[src/hw/rtl/wbps_pkg.sv]
// shared types, codes and helpers for the wildcard byte pattern scanner
package wbps_pkg;

	localparam int DEF_MAX_PATTERN = 64;
	localparam int ADDR_W          = 64;
	localparam int OFFSET_W        = 32;
	localparam int BYTE_W          = 8;

	typedef enum logic [1:0] {
		ACT_CLEAR = 2'd0,
		ACT_CHAR  = 2'd1,
		ACT_BYTE  = 2'd2
	} action_t;

	typedef enum logic [1:0] {
		ST_NOT_FOUND   = 2'd0,
		ST_FOUND       = 2'd1,
		ST_BAD_PATTERN = 2'd2
	} status_t;

	typedef enum logic {
		REG_REGION_START  = 1'b0,
		REG_RESULT_OFFSET = 1'b1
	} reg_index_t;

	typedef enum logic [2:0] {
		PH_FIRST = 3'd0,
		PH_WILD  = 3'd1,
		PH_HEX2  = 3'd2,
		PH_SEP   = 3'd3,
		PH_STOP  = 3'd4
	} phase_t;

	// command from the scanner to the signature parser
	typedef struct packed {
		logic              clear;
		logic              put;
		logic              last;
		logic [BYTE_W-1:0] ch;
	} pat_cmd_t;

	localparam logic [BYTE_W-1:0] CH_NUL     = 8'h00;
	localparam logic [BYTE_W-1:0] CH_WILD    = 8'h3F;
	localparam logic [BYTE_W-1:0] CH_DIGIT_0 = 8'h30;
	localparam logic [BYTE_W-1:0] CH_DIGIT_9 = 8'h39;
	localparam logic [BYTE_W-1:0] CH_UPPER_A = 8'h41;
	localparam logic [BYTE_W-1:0] CH_UPPER_F = 8'h46;
	localparam logic [3:0]        HEX_ALPHA_BASE = 4'hA;

	// {valid, nibble}; only '0'-'9' and 'A'-'F' count as digits
	function automatic logic [4:0] hex_decode(input logic [BYTE_W-1:0] c);
		logic [4:0] r;
		r = '0;
		if (c inside {[CH_DIGIT_0:CH_DIGIT_9]}) begin
			r = {1'b1, 4'(c - CH_DIGIT_0)};
		end else if (c inside {[CH_UPPER_A:CH_UPPER_F]}) begin
			r = {1'b1, 4'(c - CH_UPPER_A) + HEX_ALPHA_BASE};
		end
		return r;
	endfunction

endpackage

[src/hw/rtl/wbps_in_if.sv]
// input channel of the scanner: action, character or region byte, last flag
interface wbps_in_if;
	logic       valid;
	logic       ready;
	logic [1:0] action;
	logic [7:0] data_value;
	logic       final_item;

	modport source (output valid, action, data_value, final_item, input ready);
	modport sink (input valid, action, data_value, final_item, output ready);
endinterface

[src/hw/rtl/wbps_out_if.sv]
// result channel of the scanner: status and match address
interface wbps_out_if;
	logic        valid;
	logic        ready;
	logic [1:0]  status;
	logic [63:0] match_address;

	modport source (output valid, status, match_address, input ready);
	modport sink (input valid, status, match_address, output ready);
endinterface

[src/hw/rtl/wbps_parser.sv]
// signature text parser holding the pattern, newest entry at index zero
module wbps_parser #(
	parameter int MAX_PATTERN = wbps_pkg::DEF_MAX_PATTERN,
	localparam int LEN_W = $clog2(MAX_PATTERN + 1)
) (
	input  logic                                      clk,
	input  logic                                      arst_n,
	input  wbps_pkg::pat_cmd_t                        cmd,
	output logic [MAX_PATTERN-1:0][wbps_pkg::BYTE_W-1:0] pat_bytes,
	output logic [MAX_PATTERN-1:0]                    pat_care,
	output logic [LEN_W-1:0]                          pat_len,
	output logic                                      too_long
);
	import wbps_pkg::*;

	phase_t                 phase_q, phase_n;
	logic [3:0]             held_q, held_n;
	logic [LEN_W-1:0]       len_q;
	logic                   too_long_q;
	logic [MAX_PATTERN-1:0][BYTE_W-1:0] bytes_q;
	logic [MAX_PATTERN-1:0] care_q;
	logic                   add;
	logic [BYTE_W-1:0]      add_val;
	logic                   add_care;
	logic [4:0]             hex;

	always_comb begin
		hex      = hex_decode(cmd.ch);
		phase_n  = phase_q;
		held_n   = held_q;
		add      = 1'b0;
		add_val  = '0;
		add_care = 1'b0;
		case (phase_q)
			PH_FIRST: begin
				if (cmd.ch == CH_WILD) begin
					phase_n = PH_WILD;
				end else if (hex[4]) begin
					held_n  = hex[3:0];
					phase_n = PH_HEX2;
				end else begin
					phase_n = PH_STOP;
				end
			end
			PH_WILD: begin
				if (cmd.ch != CH_NUL) begin
					add     = 1'b1;
					phase_n = PH_FIRST;
				end else begin
					phase_n = PH_STOP;
				end
			end
			PH_HEX2: begin
				if (hex[4]) begin
					add      = 1'b1;
					add_val  = {held_q, hex[3:0]};
					add_care = 1'b1;
					phase_n  = PH_SEP;
				end else begin
					phase_n = PH_STOP;
				end
			end
			PH_SEP: begin
				phase_n = (cmd.ch != CH_NUL) ? PH_FIRST : PH_STOP;
			end
			default: begin
				phase_n = PH_STOP;
			end
		endcase
		// text ends on the last character
		if (cmd.last) begin
			phase_n = PH_STOP;
		end
	end

	always_ff @(posedge clk or negedge arst_n) begin
		if (!arst_n) begin
			phase_q    <= PH_FIRST;
			held_q     <= '0;
			len_q      <= '0;
			too_long_q <= 1'b0;
		end else if (cmd.clear) begin
			phase_q    <= PH_FIRST;
			held_q     <= '0;
			len_q      <= '0;
			too_long_q <= 1'b0;
		end else if (cmd.put) begin
			phase_q <= phase_n;
			held_q  <= held_n;
			if (add) begin
				if (len_q < LEN_W'(MAX_PATTERN)) begin
					len_q <= len_q + LEN_W'(1);
				end else begin
					too_long_q <= 1'b1;
				end
			end
		end
	end

	// entries shift up as new ones arrive, so index j meets window byte j
	always_ff @(posedge clk) begin
		if (!cmd.clear && cmd.put && add && len_q < LEN_W'(MAX_PATTERN)) begin
			bytes_q[0] <= add_val;
			care_q[0]  <= add_care;
			for (int j = 1; j < MAX_PATTERN; j++) begin
				bytes_q[j] <= bytes_q[j-1];
				care_q[j]  <= care_q[j-1];
			end
		end
	end

	assign pat_bytes = bytes_q;
	assign pat_care  = care_q;
	assign pat_len   = len_q;
	assign too_long  = too_long_q;

endmodule

[src/hw/rtl/wildcard_byte_pattern_scanner.sv]
// top level of the wildcard byte pattern scanner
//
// usage:
// - item channel: action clear drops the pattern, action char feeds one
//   signature character, action byte feeds one region byte; final_item marks
//   the last character of the text or the last byte of the region
// - result channel: one transaction on the first matching window (status
//   found, address = region_start + window position + result_offset), or one
//   on the last region byte without a match (not found, or bad pattern when
//   the pattern is empty or too long; address zero)
// - config: write_en/write_index/write_data, index 0 region_start,
//   index 1 result_offset, written while the block is idle
// path: an item taken into the stage-one register has its result registered
//   in the result register once that register is free
// throughput: one item per cycle while not stalled; the window compare is one
//   parallel bank of MAX_PATTERN byte comparators on the stage-one register
// reset: empty pattern, parser at first symbol, region counters at zero
// stall: the result register holds while it is full and result.ready is low;
//   the stage-one register then holds and item.ready drops once it is full
// the running address counter reloads via the registered write strobe unless a byte fires
module wildcard_byte_pattern_scanner #(
	parameter int MAX_PATTERN = wbps_pkg::DEF_MAX_PATTERN
) (
	input  logic          clk,
	input  logic          arst_n,
	input  logic          write_en,
	input  logic          write_index,
	input  logic [63:0]   write_data,
	wbps_in_if.sink       item,
	wbps_out_if.source    result
);
	import wbps_pkg::*;

	localparam int LEN_W = $clog2(MAX_PATTERN + 1);

	// stage one: registered input transaction
	logic              valid_s1;
	logic [1:0]        action_s1;
	logic [BYTE_W-1:0] data_s1;
	logic              last_s1;

	// config and address tracking
	logic [ADDR_W-1:0]   start_q;
	logic [OFFSET_W-1:0] offset_q;
	logic [ADDR_W-1:0]   base_q;     // region_start + result_offset
	logic [ADDR_W-1:0]   cur_q;      // base + bytes seen so far
	logic [ADDR_W-1:0]   seen_q;
	logic                reload_q;

	// scan state
	logic [MAX_PATTERN-1:0][BYTE_W-1:0] win_q, win_next;
	logic [LEN_W-1:0]    fill_q, fill_next;
	logic                finished_q;

	// pattern from the parser
	pat_cmd_t            cmd;
	logic [MAX_PATTERN-1:0][BYTE_W-1:0] pat_bytes;
	logic [MAX_PATTERN-1:0] pat_care;
	logic [LEN_W-1:0]    pat_len;
	logic                too_long;

	// result register
	logic                res_valid_q;
	status_t             res_status_q;
	logic [ADDR_W-1:0]   res_addr_q;

	logic                out_free;
	logic                fire_s1;
	logic                byte_fire;
	logic [MAX_PATTERN-1:0] hit;
	logic                match;
	logic                produce;
	status_t             status_n;
	logic [ADDR_W-1:0]   addr_n;

	// item moves on when the result register is empty or being drained
	assign out_free   = !res_valid_q || result.ready;
	assign fire_s1    = valid_s1 && out_free;
	assign item.ready = !valid_s1 || fire_s1;
	assign byte_fire  = fire_s1 && (action_s1 == ACT_BYTE);

	always_ff @(posedge clk or negedge arst_n) begin
		if (!arst_n) begin
			valid_s1 <= 1'b0;
		end else if (item.ready) begin
			valid_s1 <= item.valid;
		end
	end

	always_ff @(posedge clk) begin
		if (item.valid && item.ready) begin
			action_s1 <= item.action;
			data_s1   <= item.data_value;
			last_s1   <= item.final_item;
		end
	end

	// config registers; base sum kept so a match needs only one subtract
	always_ff @(posedge clk or negedge arst_n) begin
		if (!arst_n) begin
			start_q  <= '0;
			offset_q <= '0;
			base_q   <= '0;
			reload_q <= 1'b0;
		end else begin
			reload_q <= write_en;
			if (write_en) begin
				case (write_index)
					REG_REGION_START: begin
						start_q <= write_data;
						base_q  <= write_data + ADDR_W'(offset_q);
					end
					REG_RESULT_OFFSET: begin
						offset_q <= write_data[OFFSET_W-1:0];
						base_q   <= start_q + ADDR_W'(write_data[OFFSET_W-1:0]);
					end
					default: begin
						base_q <= base_q;
					end
				endcase
			end
		end
	end

	always_comb begin
		cmd.clear = fire_s1 && (action_s1 == ACT_CLEAR);
		cmd.put   = fire_s1 && (action_s1 == ACT_CHAR);
		cmd.last  = last_s1;
		cmd.ch    = data_s1;
	end

	wbps_parser #(
		.MAX_PATTERN (MAX_PATTERN)
	) u_parser (
		.clk       (clk),
		.arst_n    (arst_n),
		.cmd       (cmd),
		.pat_bytes (pat_bytes),
		.pat_care  (pat_care),
		.pat_len   (pat_len),
		.too_long  (too_long)
	);

	// window with the incoming byte at index zero, oldest at the top
	always_comb begin
		win_next[0] = data_s1;
		for (int j = 1; j < MAX_PATTERN; j++) begin
			win_next[j] = win_q[j-1];
		end
		fill_next = (fill_q < LEN_W'(MAX_PATTERN)) ? fill_q + LEN_W'(1) : fill_q;
	end

	// parallel compare: pattern entry j lines up with window byte j
	always_comb begin
		for (int j = 0; j < MAX_PATTERN; j++) begin
			hit[j] = (LEN_W'(j) >= pat_len) || !pat_care[j] ||
				(win_next[j] == pat_bytes[j]);
		end
	end

	always_comb begin
		match = (&hit) && (pat_len != '0) && !too_long && (fill_next >= pat_len) &&
			!finished_q;
		produce = byte_fire && (match || (last_s1 && !finished_q));
		if (match) begin
			status_n = ST_FOUND;
			addr_n   = cur_q + ADDR_W'(1) - ADDR_W'(pat_len);
		end else begin
			status_n = (pat_len == '0 || too_long) ? ST_BAD_PATTERN : ST_NOT_FOUND;
			addr_n   = '0;
		end
	end

	always_ff @(posedge clk or negedge arst_n) begin
		if (!arst_n) begin
			fill_q     <= '0;
			finished_q <= 1'b0;
			seen_q     <= '0;
			cur_q      <= '0;
		end else if (byte_fire) begin
			if (last_s1) begin
				// last byte starts a new region
				fill_q     <= '0;
				finished_q <= 1'b0;
				seen_q     <= '0;
				cur_q      <= base_q;
			end else begin
				fill_q <= fill_next;
				seen_q <= seen_q + ADDR_W'(1);
				cur_q  <= cur_q + ADDR_W'(1);
				if (match) begin
					finished_q <= 1'b1;
				end
			end
		end else if (reload_q) begin
			cur_q <= base_q + seen_q;
		end
	end

	always_ff @(posedge clk) begin
		if (byte_fire) begin
			win_q <= win_next;
		end
	end

	always_ff @(posedge clk or negedge arst_n) begin
		if (!arst_n) begin
			res_valid_q <= 1'b0;
		end else if (out_free) begin
			res_valid_q <= produce;
		end
	end

	always_ff @(posedge clk) begin
		if (produce) begin
			res_status_q <= status_n;
			res_addr_q   <= addr_n;
		end
	end

	assign result.valid         = res_valid_q;
	assign result.status        = res_status_q;
	assign result.match_address = res_addr_q;

	// pattern and clear transactions never leave a result behind
	a_no_result_from_text: assert property (@(posedge clk) disable iff (!arst_n)
		fire_s1 && action_s1 != ACT_BYTE |=> !res_valid_q)
		else $error("result raised by a non-byte transaction");

	// a match closes the region until its last byte
	a_match_closes: assert property (@(posedge clk) disable iff (!arst_n)
		byte_fire && match && !last_s1 |=> finished_q)
		else $error("scan not closed after a match");

	// last byte resets the region counters
	a_last_restarts: assert property (@(posedge clk) disable iff (!arst_n)
		byte_fire && last_s1 |=> fill_q == '0 && !finished_q && seen_q == '0)
		else $error("region not restarted after its last byte");

	// only a found result carries an address
	a_addr_zero: assert property (@(posedge clk) disable iff (!arst_n)
		res_valid_q && res_status_q != ST_FOUND |-> res_addr_q == '0)
		else $error("address on a result that is not found");

	a_fill_bound: assert property (@(posedge clk) disable iff (!arst_n)
		fill_q <= LEN_W'(MAX_PATTERN))
		else $error("window fill count past depth");

endmodule

[src/flat_wrapper.sv]
// flat-port wrapper written by rule: the top's interface ports become plain ports
module wildcard_byte_pattern_scanner_flat import wbps_pkg::*;
#(
	parameter int MAX_PATTERN = wbps_pkg::DEF_MAX_PATTERN
)
  (clk, arst_n, write_en, write_index, write_data, item_valid, item_action, item_data_value, item_final_item, item_ready, result_valid, result_status, result_match_address, result_ready);
  wbps_in_if item_i ();
  wbps_out_if result_i ();
  input  logic clk;
  input  logic arst_n;
  input  logic write_en;
  input  logic write_index;
  input  logic [63:0] write_data;
  input wire logic [$bits(item_i.valid)-1:0] item_valid;
  input wire logic [$bits(item_i.action)-1:0] item_action;
  input wire logic [$bits(item_i.data_value)-1:0] item_data_value;
  input wire logic [$bits(item_i.final_item)-1:0] item_final_item;
  output wire logic [$bits(item_i.ready)-1:0] item_ready;
  output wire logic [$bits(result_i.valid)-1:0] result_valid;
  output wire logic [$bits(result_i.status)-1:0] result_status;
  output wire logic [$bits(result_i.match_address)-1:0] result_match_address;
  input wire logic [$bits(result_i.ready)-1:0] result_ready;
  assign item_i.valid = item_valid;
  assign item_i.action = item_action;
  assign item_i.data_value = item_data_value;
  assign item_i.final_item = item_final_item;
  assign item_ready = item_i.ready;
  assign result_valid = result_i.valid;
  assign result_status = result_i.status;
  assign result_match_address = result_i.match_address;
  assign result_i.ready = result_ready;
  wildcard_byte_pattern_scanner #(.MAX_PATTERN(MAX_PATTERN)) u_core (.clk(clk), .arst_n(arst_n), .write_en(write_en), .write_index(write_index), .write_data(write_data), .item(item_i), .result(result_i));
endmodule
[config.mk]
export PLATFORM = sky130hd
export DESIGN_NAME = wildcard_byte_pattern_scanner_flat
export DESIGN_NICKNAME = d
export VERILOG_FILES = /design/src/hw/rtl/wbps_pkg.sv /design/src/hw/rtl/wbps_in_if.sv /design/src/hw/rtl/wbps_out_if.sv /design/src/hw/rtl/wbps_parser.sv /design/src/hw/rtl/wildcard_byte_pattern_scanner.sv /design/src/flat_wrapper.sv
export SDC_FILE = /design/constraint.sdc
export NUM_CORES = 2
export LEC_CHECK = 0
export ABC_AREA = 0
export BUFFER_PORTS_ARGS = -buffer_cell sky130_fd_sc_hd__buf_2
export CAP_MARGIN = 20
export CORE_ASPECT_RATIO = 0.8
export CORE_MARGIN = 5
export CORE_UTILIZATION = 40
export CTS_BUF_LIST = sky130_fd_sc_hd__clkbuf_16
export CTS_CLUSTER_DIAMETER = 200
export CTS_CLUSTER_SIZE = 14
export DETAILED_ROUTE_END_ITERATION = 10
export PLACE_DENSITY = 0.53
export SYNTH_ARGS = -nofsm -noshare
export SYNTH_HDL_FRONTEND = slang
export SYNTH_SLANG_ARGS = --single-unit
[constraint.sdc]
create_clock -name clk -period 56.2 [get_ports clk]
set_input_delay 11.24 -clock clk [delete_from_list [all_inputs] [get_ports clk]]
set_output_delay 11.24 -clock clk [all_outputs]
set_load 0.02 [all_outputs]
==> results.md <==
- Die Wd: 470 um
- First-pass GRT wire length: roughly 270 mm
- Worst slew pin tran: ~1.2 ns
- Pre-antenna DRT Iters: 5
- DRT iter0 DRCs: between 4,000 and 5,000
- Status: complete, no violations
- Layout cell share with drive strength beyond 1: 6.67%
- Residual DRC: 0
- Mapped Avg Cell Area: 12.5 um^2
- Final hold vios: 0
- Vias per cell: 5.50
- Critical path type: input pin to output port
- Area grow syn2layout: 9.82%
- Max Root-Sink Buffers: 3
- Period minus WS final: 22.95 ns
- Fin cells: 7,879
- Wire length per cell: roughly 23 um
- TritonCTS clock tree: done
- Final WS setup: about 33 ns
- Critical Path Source Type: input pin
- Internal reg-to-reg setup slack: roughly 50 ns
- Chip height: approximately 380 um
- CTS H-tree depth: 3
- Area after DPL: between 70,000 and 80,000 um^2
- GP Congestion: roughly 0.92
- Largest net degree at the start of global routing: between 150 and 200
- Syn Inst Count: roughly 5,400
- Max Cap Viol: 0
- Cts hold-fix bufs: 0
- Post-route ant nets: 0
- Post-synth ARST share: between 20% and 30%
- Reg2Reg Depth: 15
- R2R Path Start: u_core.u_parser.pat_len[1]
- Crit path arrival time: roughly 12 ns
- Num rows: 135
- Clk slew on worst S/H paths: approximately 0.070 ns
- Place WS: roughly 33 ns
- Setup repair bufs after CTS: 0
- Most common cell after layout, fill and taps aside: edfxtp_1
- Hold Slack: roughly 0.42 ns
- Slew HR: between 15 and 20%
- Crit path to: item_ready
- R2r endpoint: u_core.result.match_address[42]
- Cell area after layout: 74,300 um^2
- Largest area contributor in the netlist: edfxtp_1
- Hold Crit Class: flop to flop
- Synth Register Bits: around 1,500
- Skew final: roughly 0.045 ns
- Final setup fails: 0
- Vias in the first global route: 40,868
- Drt total wl: ~180 mm
- Most frequent cells in the layout: edfxtp_1, nand2_1, xnor2_1
- Cell total after placement: a little under 8,000
- Distinct cell type count after synthesis: 85
- Final period utilization: just over 40%
- Main synth FF type: edfxtp_1
- Total GRT Usage: around 20%
- Detailed Place HPWL: approximately 130 mm
- Pleak: around 26 nW
- Max-slew violations: 0
- Port Buffers: 148
- Starting density of the core: around 40%
- Post-synth EDFFs: 1,157
- Grt met1 use: 32.5%
- Clk Latency, worst-skew pair: roughly 0.76 ns
- Nets: just under 6,000
- Filler Cells Inserted: about 15,000
- Pwr Density: between 30 and 40 nW/um^2
- Most Used Layer, Global Route: met1
- Worst Path Required: ~45 ns
- Total congestion overflow: 0
- Setup TNS: 0 ns
- Met3 GRT Util: slightly below 4%
- Core Area: 169,000 um^2
- Via Count: 43,319
- Full die area: between 150,000 and 200,000 um^2
- Total CTS buffers: 115
- CTS resizes: 0
- CP Capture Type: output port
- Critical-path maximum fanout: 3
- Num ports: 149
- CP Launch Point: result_ready
- VDD IR-drop max: 0.0000257 V
- Post-Syn Area: 67,700 um^2
- Warnings from Yosys: 0
- TritonCTS sink count: 1,471
- Highest Clock Rate: between 40 and 50 MHz
- Initial antenna violation count: 14
- Global Route met2 Usage: between 20% and 30%
- Root Buffer: clkbuf_16
- Top cell type's share of synthesized area: about half
- RSZ-0062 raised after global routing: no
- Register area share after synthesis: a little over three fifths
- Synth area leaders: edfxtp_1, dfrtp_1, xnor2_1
- Syn Nets: roughly 5,700
-- critical path, stage by stage --
cell      delay, ns
buf_2          0.10
nand3b_1       0.18
buf_2          0.19
-- metal layers --
layer	wire, um	vias up
met5	0	-
met4	4220	0
met3	13200	221
met2	73000	1316
met1	91700	21585
li1	-	20197
-- flip-flops by register name (all words and copies together) (netlist names), 32 cells and up --
| name | count |
|---|---|
| u_core.u_parser.pat_bytes | 512 |
| u_core.win_next | 504 |
| u_core.base_q | 64 |
| u_core.cur_q | 64 |
| u_core.result.match_address | 64 |
| u_core.seen_q | 64 |
| u_core.start_q | 64 |
| u_core.u_parser.pat_care | 64 |
| u_core.offset_q | 32 |
-- final cells by class --
type                            instances  area, um^2  share of cell area (%)
Antenna cell                            8        20.0                  0.0269
Timing Repair Buffer                  203        1230                    1.65
Clock inverter                         59         330                   0.445
Sequential cell                      1471       42600                    57.3
Tap cell                             2260        2830                    3.81
Multi-Input combinational cell       3672       24100                    32.4
Inverter                               91         350                   0.472
Clock buffer                          115        2880                    3.87
-- report_power, final --
part / total, W / internal, W / switching [W] / leakage [nW]
combinational: 0.000318 / 0.000119 / 0.000199 / 10.5
sequential: 0.00127 / 0.00121 / 0.0000665 / 13.7
clock: 0.000750 / 0.000367 / 0.000383 / 1.75
total: 0.00234 / 0.00169 / 0.000649 / 26.0
-- cell families after synthesis --
family	synth area share, %
AO/OA/AOI/OAI	8.37
XOR/XNOR	10.9
adder cells (fa/ha/maj)	2.91
buffers and inverters	1.54
flip-flops	63.0
multiplexers	1.02
AND/OR/NAND/NOR	12.3
-- synthesized netlist by cell type (8+ instances only) --
master,n
nand2b_1,27
and2_1,34
mux2i_1,58
edfxtp_1,1157
or4_1,12
or3_1,34
o221ai_1,34
nor4_1,106
inv_1,90
clkbuf_1,156
xor2_1,393
and3_1,70
o31a_1,10
xnor2_1,451
nand3_1,140
nand2_1,567
a21boi_0,8
a211oi_1,46
o22ai_1,11
a21oi_1,287
nor2b_1,39
a21o_1,63
dfrtp_1,314
buf_1,22
mux2_2,10
o31ai_1,24
o21a_1,19
a221o_1,9
a31oi_1,34
a22oi_1,15
o21ai_0,184
ha_1,151
and4_1,25
o211ai_1,33
or2_2,14
nand4_1,157
o21bai_1,21
a211o_1,8
nor3_1,76
nor2_1,379
a2111oi_0,8
-- metrics by stage --
stage	power (W)	utilization (%)
2_1_floorplan	0.00149	-
3_3_place_gp	0.00160	42.1
3_5_place_dp	0.00161	42.1
4_1_cts	0.00236	44.0
5_1_grt	0.00245	44.0
6_report	0.00234	44.0
-- how the worst min path moves through the flow --
stage | start | to | slack, ns | depth (start not counted)
6_report | u_core.u_parser.pat_care[23] | u_core.u_parser.pat_care[24] | 0.42 | 0
5_1_grt | u_core.u_parser.pat_care[23] | u_core.u_parser.pat_care[24] | 0.45 | 0
4_1_cts | u_core.u_parser.pat_care[23] | u_core.u_parser.pat_care[24] | 0.42 | 0
3_5_place_dp | u_core.u_parser.pat_care[27] | u_core.u_parser.pat_care[28] | 0.43 | 0
3_3_place_gp | u_core.u_parser.pat_care[27] | u_core.u_parser.pat_care[28] | 0.42 | 0
2_1_floorplan | u_core.u_parser.pat_care[47] | u_core.u_parser.pat_care[48] | 0.42 | 0
Power figures use the tool's default switching activity.
